--- config.mk ---
export PLATFORM = sky130hd
export DESIGN_NAME = pixel_format_to_rgb
export DESIGN_NICKNAME = d
export VERILOG_FILES = /design/src/rtl/pfr_pkg.sv /design/src/rtl/pixel_format_to_rgb.sv
export SDC_FILE = /design/constraint.sdc
export NUM_CORES = 1
export LEC_CHECK = 0
export BUFFER_PORTS_ARGS = -buffer_cell sky130_fd_sc_hd__buf_2
export CAP_MARGIN = 20
export CORE_MARGIN = 4
export CORE_UTILIZATION = 30
export DETAILED_ROUTE_END_ITERATION = 16
export REMOVE_ABC_BUFFERS = 1
export SYNTH_ARGS = -nofsm -noshare
export SYNTH_HDL_FRONTEND = slang
export SYNTH_SLANG_ARGS = --single-unit
--- constraint.sdc ---
create_clock -name clock -period 11 [get_ports clock]
set_input_delay 1.1 -clock clock [delete_from_list [all_inputs] [get_ports clock]]
set_output_delay 1.1 -clock clock [all_outputs]
set_load 0.02 [all_outputs]
--- src/rtl/pfr_pkg.sv ---
package pfr_pkg;

   localparam int FormatW = 2;
   localparam int ChanW   = 8;
   localparam int SumW    = 20;
   localparam int CountW  = 2;
   localparam int ReqW    = 4 * ChanW;
   localparam int RspW    = ((6 * ChanW + CountW + 7) / 8) * 8;

   localparam logic [FormatW-1:0] FmtBgr  = 2'd0;
   localparam logic [FormatW-1:0] FmtYuy2 = 2'd1;
   localparam logic [FormatW-1:0] FmtNv12 = 2'd2;
   localparam logic [FormatW-1:0] FmtUnused = 2'd3;
   localparam logic [FormatW-1:0] FmtResetValue = FmtBgr;

   localparam logic [CountW-1:0] OnePixel  = 2'd1;
   localparam logic [CountW-1:0] TwoPixels = 2'd2;

   localparam logic signed [SumW-1:0] LumaOffset   = 20'sd16;
   localparam logic signed [SumW-1:0] ChromaOffset = 20'sd128;
   localparam logic signed [SumW-1:0] CoefY        = 20'sd298;
   localparam logic signed [SumW-1:0] CoefRv       = 20'sd409;
   localparam logic signed [SumW-1:0] CoefGu       = 20'sd100;
   localparam logic signed [SumW-1:0] CoefGv       = 20'sd208;
   localparam logic signed [SumW-1:0] CoefBu       = 20'sd516;
   localparam logic signed [SumW-1:0] RoundBias    = 20'sd128;

   typedef struct packed {
      logic [ChanW-1:0] blue;
      logic [ChanW-1:0] green;
      logic [ChanW-1:0] red;
   } rgb_type;

   function automatic logic [ChanW-1:0] clamp_channel(logic signed [SumW-1:0] sum);
      logic signed [SumW-1:0] q;
      q = sum >>> 8;
      if (q < 0)
         return '0;
      else if (q > 20'sd255)
         return '1;
      else
         return q[ChanW-1:0];
   endfunction

   function automatic rgb_type yuv_to_rgb(logic [ChanW-1:0] y, logic [ChanW-1:0] u,
                                          logic [ChanW-1:0] v);
      logic signed [SumW-1:0] c;
      logic signed [SumW-1:0] d;
      logic signed [SumW-1:0] e;
      logic signed [SumW-1:0] luma;
      rgb_type px;
      c = $signed(SumW'(y)) - LumaOffset;
      d = $signed(SumW'(u)) - ChromaOffset;
      e = $signed(SumW'(v)) - ChromaOffset;
      luma = c * CoefY + RoundBias;
      px.red   = clamp_channel(luma + e * CoefRv);
      px.green = clamp_channel(luma - d * CoefGu - e * CoefGv);
      px.blue  = clamp_channel(luma + d * CoefBu);
      return px;
   endfunction

endpackage

--- src/rtl/pixel_format_to_rgb.sv ---
// Camera pixel converter to RGB888.
// req_ channel: one beat carries four source bytes. csr_wen/csr_wdata write
// the 2-bit format register (reset: packed BGR); user must write it only
// when idle (unenforced). BGR: bytes 0..2 B,G,R give one pixel, B/R swapped.
// YUY2: bytes Y0,U,Y1,V give two pixels (pixel_count 2).
// NV12: bytes Y,U,V give one pixel; second-pixel fields are zero.
// YUV modes use BT.601 integer math with a floor shift and 0..255 clamp.
// Format code 3 takes the beat and produces no result.
// Throughput: one beat per cycle while rsp_ is not stalled; the input
// register and the result register each hold one beat, with the conversion
// logic between them, and the result register drives rsp_.
// When rsp_tready is low the result holds; the input register still takes
// one more beat, and req_tready drops once both stages are full.
// Reset clears both stages and sets the format to packed BGR.
module pixel_format_to_rgb
   import pfr_pkg::*;
(
   input  logic                clock,
   input  logic                reset,
   input  logic                csr_wen,
   input  logic [FormatW-1:0]  csr_wdata,
   input  logic                req_tvalid,
   output logic                req_tready,
   // src_byte0, src_byte1, src_byte2, src_byte3
   input  logic [ReqW-1:0]     req_tdata,
   output logic                rsp_tvalid,
   input  logic                rsp_tready,
   // red_first, green_first, blue_first, red_second, green_second,
   // blue_second, pixel_count, zero fill
   output logic [RspW-1:0]     rsp_tdata
);

   logic [FormatW-1:0] format_ff;
   logic               in_valid_ff;
   logic [ReqW-1:0]    in_data_ff;
   logic               in_valid_in;
   logic               out_valid_ff;
   logic [RspW-1:0]    out_data_ff;
   logic [RspW-1:0]    out_data_in;
   logic               out_advance;
   logic               in_advance;
   rgb_type            first_px;
   rgb_type            second_px;
   rgb_type            bgr_px;
   logic [ChanW-1:0]   b0;
   logic [ChanW-1:0]   b1;
   logic [ChanW-1:0]   b2;
   logic [ChanW-1:0]   b3;

   assign out_advance = !out_valid_ff || rsp_tready;
   assign in_advance  = !in_valid_ff || out_advance;
   assign req_tready  = in_advance;
   assign in_valid_in = req_tvalid && (format_ff != FmtUnused);

   assign b0 = in_data_ff[ChanW-1:0];
   assign b1 = in_data_ff[2*ChanW-1:ChanW];
   assign b2 = in_data_ff[3*ChanW-1:2*ChanW];
   assign b3 = in_data_ff[4*ChanW-1:3*ChanW];

   always_comb begin
      bgr_px.red   = b2;
      bgr_px.green = b1;
      bgr_px.blue  = b0;
      first_px     = '0;
      second_px    = '0;
      out_data_in  = '0;
      unique case (format_ff)
         FmtBgr: begin
            first_px = bgr_px;
            out_data_in[6*ChanW +: CountW] = OnePixel;
         end
         FmtYuy2: begin
            first_px  = yuv_to_rgb(b0, b1, b3);
            second_px = yuv_to_rgb(b2, b1, b3);
            out_data_in[6*ChanW +: CountW] = TwoPixels;
         end
         FmtNv12: begin
            first_px = yuv_to_rgb(b0, b1, b2);
            out_data_in[6*ChanW +: CountW] = OnePixel;
         end
         default: begin
            first_px = '0;
         end
      endcase
      out_data_in[0*ChanW +: ChanW] = first_px.red;
      out_data_in[1*ChanW +: ChanW] = first_px.green;
      out_data_in[2*ChanW +: ChanW] = first_px.blue;
      out_data_in[3*ChanW +: ChanW] = second_px.red;
      out_data_in[4*ChanW +: ChanW] = second_px.green;
      out_data_in[5*ChanW +: ChanW] = second_px.blue;
   end

   always_ff @(posedge clock) begin
      if (reset) begin
         format_ff    <= FmtResetValue;
         in_valid_ff  <= 1'b0;
         out_valid_ff <= 1'b0;
      end else begin
         if (csr_wen) begin
            format_ff <= csr_wdata;
         end
         if (in_advance) begin
            in_valid_ff <= in_valid_in;
         end
         if (out_advance) begin
            out_valid_ff <= in_valid_ff;
         end
      end
   end

   always_ff @(posedge clock) begin
      if (in_advance && req_tvalid) begin
         in_data_ff <= req_tdata;
      end
      if (out_advance && in_valid_ff) begin
         out_data_ff <= out_data_in;
      end
   end

   assign rsp_tvalid = out_valid_ff;
   assign rsp_tdata  = out_data_ff;

endmodule
## Yosys cells after proc, flatten, opt, wreduce, memory -nomap -nowiden

Index checks and enable logic that the tools add are counted.

| operators by class | value |
|---|---|
| reductions and logical operators | 12 |
| equality and inequality tests | 3 |
| add/subtract/negate cells | 17 |
| order comparisons | 16 |
| multipliers | 8 |
| bitwise gates (word level) | 1 |
| muxes and demuxes | 15 |

Operators with widths:

| kind | number |
|---|---|
| $mux 8 | 13 |
| $gt 12x9->1 const B | 8 |
| $lt 12x1->1 const B | 8 |
| $pmux 24 s3 | 1 |
| $add 20x19->20 | 3 |
| $sub 20x18->20 | 3 |
| $mul 9x9->18 const B | 3 |
| $add 19x9->20 const B | 2 |
| $add 20x20->20 | 2 |
| $sub 20x17->20 | 2 |
| $mul 9x10->19 const B | 2 |
| $mul 9x5->14 const B | 2 |
| $sub 8x8->9 const B | 3 |
| $sub 8x5->9 const B | 2 |
| $mul 9x6->15 const B | 1 |
| $reduce_or 2->1 | 4 |
| $pmux 2 s2 | 1 |
| $logic_and 1x1->1 | 3 |
| $eq 2x1->1 const B | 1 |
| $eq 2x2->1 const B | 1 |
| $logic_not 1->1 | 2 |
| $logic_not 2->1 | 1 |
| $logic_or 1x1->1 | 2 |
| $ne 2x2->1 const B | 1 |
| $not 1->1 | 1 |

| word-level totals | value |
|---|---|
| input port bits | 39 |
| output and inout bits | 58 |
| bits in registers | 86 |

## Longest topological paths before layout

Gate-level depths: netlist of run 1.

| depth | value |
|---|---|
| word-level depth | 9 |
| gate-level depth with buffers | 35 |
| mapped depth without buffers | 35 |

## Least setup slack after synthesis of run 1

No wires, ideal clock.

| path | value |
|---|---|
| kind | flip-flop to flip-flop |
| from | register in_data_ff[4] |
| to | register out_data_ff[12], in the netlist rsp_tdata[12] (data pin) |
| arrival time | 7.918 ns |
| data required time | 10.728 ns |
| cell stages (with the launch flop) | 33 |
| period minus slack after synthesis | 8.190 ns |
| setup slack | 2.810 ns |
| cell sequence | edfxtp_1 > inv_1 > ha_1 > nor3b_4 > ha_1 > ha_1 > inv_1 > fa_1 > fa_1 > inv_1 > ha_1 > a2111oi_4 > o21ai_0 > and2_2 > xnor2_1 > nor4b_2 > a21o_1 > o211ai_1 > xnor2_1 > inv_1 > ha_1 > nor2b_1 > a41o_1 > a21oi_1 > xnor2_1 > ha_1 > and3_1 > a221o_2 > xor2_1 > or3_1 > clkdlybuf4s18_2 > a21oi_1 > o221ai_1 |

RTL lines:

| item | RTL line | text |
|---|---|---|
| start: declaration | pixel_format_to_rgb.sv:35 | `logic [ReqW-1:0] in_data_ff;` |
| start signal: assignment | pixel_format_to_rgb.sv:113 | `in_data_ff <= req_tdata;` |
| end signal: assignment | pixel_format_to_rgb.sv:116 | `out_data_ff <= out_data_in;` |
| end: declaration | pixel_format_to_rgb.sv:38 | `logic [RspW-1:0] out_data_ff;` |

==> results of run 1 <==
synth_stat cells (all sizes together), types with 15 or more instances:
master	count	area, µm²
nor2b	29	181
and3	15	93.8
o211ai	15	123
nor3	22	110
xor2	57	499
fa	96	1920
o21ai	66	334
xnor2	118	1050
nand3	19	95.1
a21o	43	325
o21a	31	233
nand2b	29	181
o21bai	15	113
ha	412	5150
inv	337	1260
o221ai	18	158
nor2	104	390
a21oi	127	647
edfxtp	82	2460
a211oi	15	135
nand2	82	310
sequential cells by signal, summed over array words and instances, names as in the netlist:
name and count:
rsp_tvalid 1, rsp_tdata 50, format_ff 2, in_valid_ff 1
in_data_ff 32
cell type report:
class / instances / share of cell area
Timing Repair Buffer: 106 / 0.0305
Sequential cell: 86 / 0.133
Clock buffer: 9 / 0.0118
Tap cell: 756 / 0.0495
Inverter: 338 / 0.0665
Clock inverter: 7 / 0.00747
Multi-Input combinational cell: 1468 / 0.701
layer usage:
metal	GRT usage	wire length (µm)	up-vias
li1	-	-	6788
met1	0.209	22400	6546
met2	0.272	22700	314
met3	0.0244	2180	61
met4	0.0449	1190	0
met5	0	0	-
worst min-delay path, stage by stage, from the launching register on:
cell and delay, ns:
dfxtp_1 0.33, nand2_1 0.09, a21oi_1 0.06
cells in the final DEF, fill, tap and decap left out, drive strengths merged, types with 10 or more instances in the layout:
cell	count
or3	13
nand3	19
nand2	82
nand2b	29
and3	15
ha	412
or2	10
fa	96
o21bai	15
o221ai	18
buf	106
xor2	57
xnor2	118
edfxtp	82
a21oi	127
a211oi	15
o21ai	66
inv	339
nor3	22
o211ai	15
nor2	104
a21o	43
nor2b	29
o21a	31
cells by family after synthesis:
family	synth area share
simple gates	0.106
xor+xnor	0.0908
compound gates	0.159
mux	0.00723
buf+inv	0.0808
fa+ha+maj	0.409
flops	0.147
other cells	0.000217
per-stage QoR:
step	cell area, µm²	setup WS (ns)
after floorplan	17200	2.93
after global routing	19100	1.22
after global placement	18700	2.20
after detailed placement	18700	1.93
final	19100	1.87
after CTS	19100	1.85
worst min path at each step:
stage,to,slack (ns),depth (start not counted)
after floorplan,rsp_tvalid,0.45,2
after global placement,rsp_tvalid,0.48,2
after detailed placement,in_valid_ff,0.51,2
after CTS,in_valid_ff,0.52,2
after global routing,rsp_tvalid,0.56,2
final,in_valid_ff,0.52,2
==> impl_metrics.py, run 1 <==
metrics = {
    "global_route": {
        "grt_pass1_wl_um": 75300,
        "grt_pass1_vias": 13824,
        "grt_usage": 0.159,
        "grt_max_degree": 51,
        "gr-total-overflow": 0,
        "antenna_found_initial": 0,
    },
    "critical_path": {
        "critical_path.top_delay_family": "adder cells",
        "cp-end-kind": "flop",
        "cp_common_cell": "ha_1",
        "r2r_start": "in_data_ff[4]",
        "crit_start": "in_data_ff[4]",
        "rr_worst_depth": 31,
        "arrival_ns": 9.26,
        "worst-path-buf-inv": 4,
        "crit_fanout": 12,
        "path_class": "reg -> reg",
        "cp.depth": 31,
        "cpPeakStageDelay_ns": 0.55,
        "r2r-end": "rsp_tdata[12]",
        "slowest_stage": "fa_1",
        "cp.required_ns": 11.12,
        "cp-start-kind": "flop",
        "rrSetupSlack_ns": 1.87,
        "critPathCapture": "rsp_tdata[12]",
    },
    "synthesis": {
        "synth_ff_type": "edfxtp_1",
        "yosys_warnings": 0,
        "synth_edf_count": 82,
        "syn_avg_cell_area_um2": 9.08,
        "async_reset_ff_frac": 0,
        "synth_seq_cells": 86,
        "ys_seq_area_frac": 0.147,
        "postSynthCellCount": 1905,
        "yosysUniqueCellTypes": 94,
        "synth_area_um2": 17300,
    },
    "cells_and_area": {
        "fillers": 5781,
        "final_cells": 2770,
        "nets": 2556,
        "multi_input_comb_area_um2": 13400,
        "diodes": 0,
        "drive_gt1_frac": 0.0869,
        "area_growth_pct": 10.4,
        "seqCellArea_um2": 2540,
        "post-route-util": 0.337,
    },
    "clocking": {
        "cts_tree": "yes",
        "cts_max_level": 3,
        "clockRootBuffer": "clkbuf_16",
        "clock_latency_ns": 0.40,
        "ctsLongestPathBuffers": 2,
        "cts_sinks": 86,
        "post_cts_buffers": 0,
        "ctsHoldBuffers": 0,
        "post_cts_resized": 0,
        "path_clk_slew_ns": 0.07,
        "numCtsBuffers": 9,
    },
    "detailed_routing": {
        "first_pass_iters": 7,
        "avgRoutedWirePerCell_um": 17.5,
        "viasPerCell": 4.95,
        "drcViolationCount": 0,
        "drt_iter0_markers": 753,
        "vias": 13709,
        "ant_nets": 0,
        "detail_route.wirelength_um": 48400,
    },
    "placed_design": {
        "gp_congestion": 0.911,
        "dp_hpwl_um": 40600,
        "placedCellCount": 2753,
        "port_buffers": 90,
    },
    "timing": {
        "worst_pin_slew_ns": 1.03,
        "hold_viol": 0,
        "clock_skew_ns": 0.00773,
        "setup_tns_ns": 0,
        "holdWs_ns": 0.516,
        "slew_viol_final": 0,
        "max_slew_margin": 0.308,
        "setup_viol_count_final": 0,
        "post-route-period-util": 0.830,
        "rsz0062_at_grt": "false",
        "timing.final.crit_period_ns": 9.13,
        "timing.fmax_mhz": 109,
    },
    "status": {
        "status": "complete, no violations",
    },
    "floorplan": {
        "start_util": 0.305,
        "die_area_um2": 61600,
        "rows": 87,
        "core_area_um2": 56700,
        "die_w_um": 248,
        "die_h_um": 248,
        "ios": 97,
    },
    "hold_path": {
        "hold_class": "reg -> reg",
        "min_from": "in_valid_ff",
    },
    "job": {
        "cap_viol_max_count": 0,
    },
}
Power of run 1 is left out: the tool's default activity adds up to more than one toggle a clock period on the data nets, which glitch-free logic cannot reach.
==> inputs of run 2 (changes only) <==
==> constraint.sdc (replaced) <==
create_clock -name clock -period 7.3 [get_ports clock]
set_input_delay 0.73 -clock clock [delete_from_list [all_inputs] [get_ports clock]]
set_output_delay 0.73 -clock clock [all_outputs]
set_load 0.02 [all_outputs]
==> run 2 against run 1 <==
Net effect: the flow now finishes with violations (negative setup slack); register-to-register slack worse by 2.2 ns; worst setup slack lost 2.2 ns; critical path depth rose by 3; design area grew 17%.
==> impl_metrics.py, run 2 (synthesis gave the netlist of run 1 again) <==
metrics = {
    "cells_and_area": {
        "post-route-util": 0.394,
        "fillers": 5507,
        "drive_gt1_frac": 0.273,
        "finalInstanceArea_um2": 22400,
        "nets": 2824,
        "largest_reg_flops": 50,
        "final_common_cell": "ha_1",
        "final_cell_mix": "ha_1, inv_1, buf_4, xnor2_1, a21oi_1",
        "area_growth_pct": 29.3,
    },
    "detailed_routing": {
        "detail_route.wirelength_um": 52900,
        "ant_nets": 0,
        "viasPerCell": 4.89,
        "drt_iter0_markers": 699,
        "drcViolationCount": 0,
        "first_pass_iters": 7,
        "vias": 14846,
        "avgRoutedWirePerCell_um": 17.4,
    },
    "critical_path": {
        "worst-path-buf-inv": 8,
        "r2r-end": "rsp_tdata[12]",
        "slowest_stage": "fa_2",
        "rrSetupSlack_ns": -0.31,
        "critical_path.top_delay_family": "adder cells",
        "cpPeakStageDelay_ns": 0.53,
        "cp-end-kind": "flop",
        "rr_worst_depth": 34,
        "r2r_start": "in_data_ff[4]",
        "arrival_ns": 7.73,
        "path_class": "reg -> reg",
        "cp-start-kind": "flop",
        "cp.required_ns": 7.43,
        "crit_fanout": 8,
        "cp_common_cell": "ha_4",
    },
    "floorplan": {
        "start_util": 0.305,
        "ios": 97,
        "die_h_um": 248,
        "die_w_um": 248,
        "rows": 87,
        "die_area_um2": 61600,
        "core_area_um2": 56700,
    },
    "hold_path": {
        "min_from": "req_tdata[22]",
        "hold_class": "in -> reg",
        "hold_depth": 1,
        "hold_end": "in_data_ff[22]",
    },
    "timing": {
        "rsz0062_at_grt": "true",
        "timing.final.crit_period_ns": 7.61,
        "setup_tns_ns": -2.99,
        "timing.fmax_mhz": 131,
        "slew_viol_final": 0,
        "max_slew_margin": 0.305,
        "worst_pin_slew_ns": 1.04,
        "setup_viol_count_final": 16,
        "post-route-period-util": 1.04,
        "finalWorstSetupSlack_ns": -0.308,
        "hold_viol": 0,
        "clock_skew_ns": 0.0123,
    },
    "placed_design": {
        "port_buffers": 90,
        "dp_hpwl_um": 43900,
        "gp_congestion": 0.941,
        "placed_area_um2": 20300,
    },
    "status": {
        "status": "complete, but fails checks",
        "violations": "negative setup slack",
    },
    "global_route": {
        "grt_pass1_vias": 15578,
        "antenna_found_initial": 4,
        "grt_pass1_wl_um": 82200,
        "grt_usage": 0.172,
        "grt_max_degree": 51,
        "gr-total-overflow": 0,
    },
    "clocking": {
        "numCtsBuffers": 9,
        "cts_tree": "yes",
        "clockRootBuffer": "clkbuf_16",
        "ctsHoldBuffers": 0,
        "cts_max_level": 3,
        "clock_latency_ns": 0.40,
        "ctsLongestPathBuffers": 2,
        "path_clk_slew_ns": 0.08,
        "cts_sinks": 86,
    },
    "job": {
        "cap_viol_max_count": 0,
    },
}
==> run 2: repair_timing <==
| action | 4_1_cts | 5_1_grt |
|---|---|---|
| endpoints found under the setup margin | 24 | 48 |
| buffers inserted | 33 | 22 |
| gates resized for setup | 106 | 142 |
| pin swaps | 74 | 92 |
==> run 2: worst max-delay path by stage <==
| stage | endpoint | startpoint | depth (start not counted) |
|---|---|---|---|
| finish | rsp_tdata[12] | in_data_ff[4] | 34 |
| global route | rsp_tdata[14] | in_data_ff[4] | 37 |
| CTS | rsp_tdata[12] | in_data_ff[5] | 32 |
| detailed placement | rsp_tdata[2] | in_data_ff[5] | 31 |
| global placement | rsp_tdata[2] | in_data_ff[4] | 30 |
| floorplan | rsp_tdata[12] | in_data_ff[4] | 31 |
==> run 2: through the flow <==
stage                     hold WS, ns  instances  setup slack [ns]
after floorplan                 0.455       1892            -0.769
after global placement          0.479       2968            -0.397
after detailed placement        0.497       2968            -0.639
after CTS                       0.469       3017           -0.0839
after global routing            0.492       3039            -0.556
final                           0.499       3039            -0.308
==> run 2: per-layer routing <==
metal  wire [µm]  global-route usage
met5          21                   0
met3        2260              0.0210
met1       24000               0.221
met2       25400               0.300
met4        1320              0.0549
==> run 2: layout make-up <==
cell class	count	area, µm²	share of cell area
multi-input cells	1468	14700	0.656
repair buffers	374	2640	0.118
flip-flops and latches	86	2540	0.114
inverters	338	1280	0.0571
well taps	756	946	0.0423
clock buffers	9	225	0.0101
clock inverters	7	55.1	0.00246
diodes	1	2.50	0.000112
Power of run 2 is left out for the same reason.
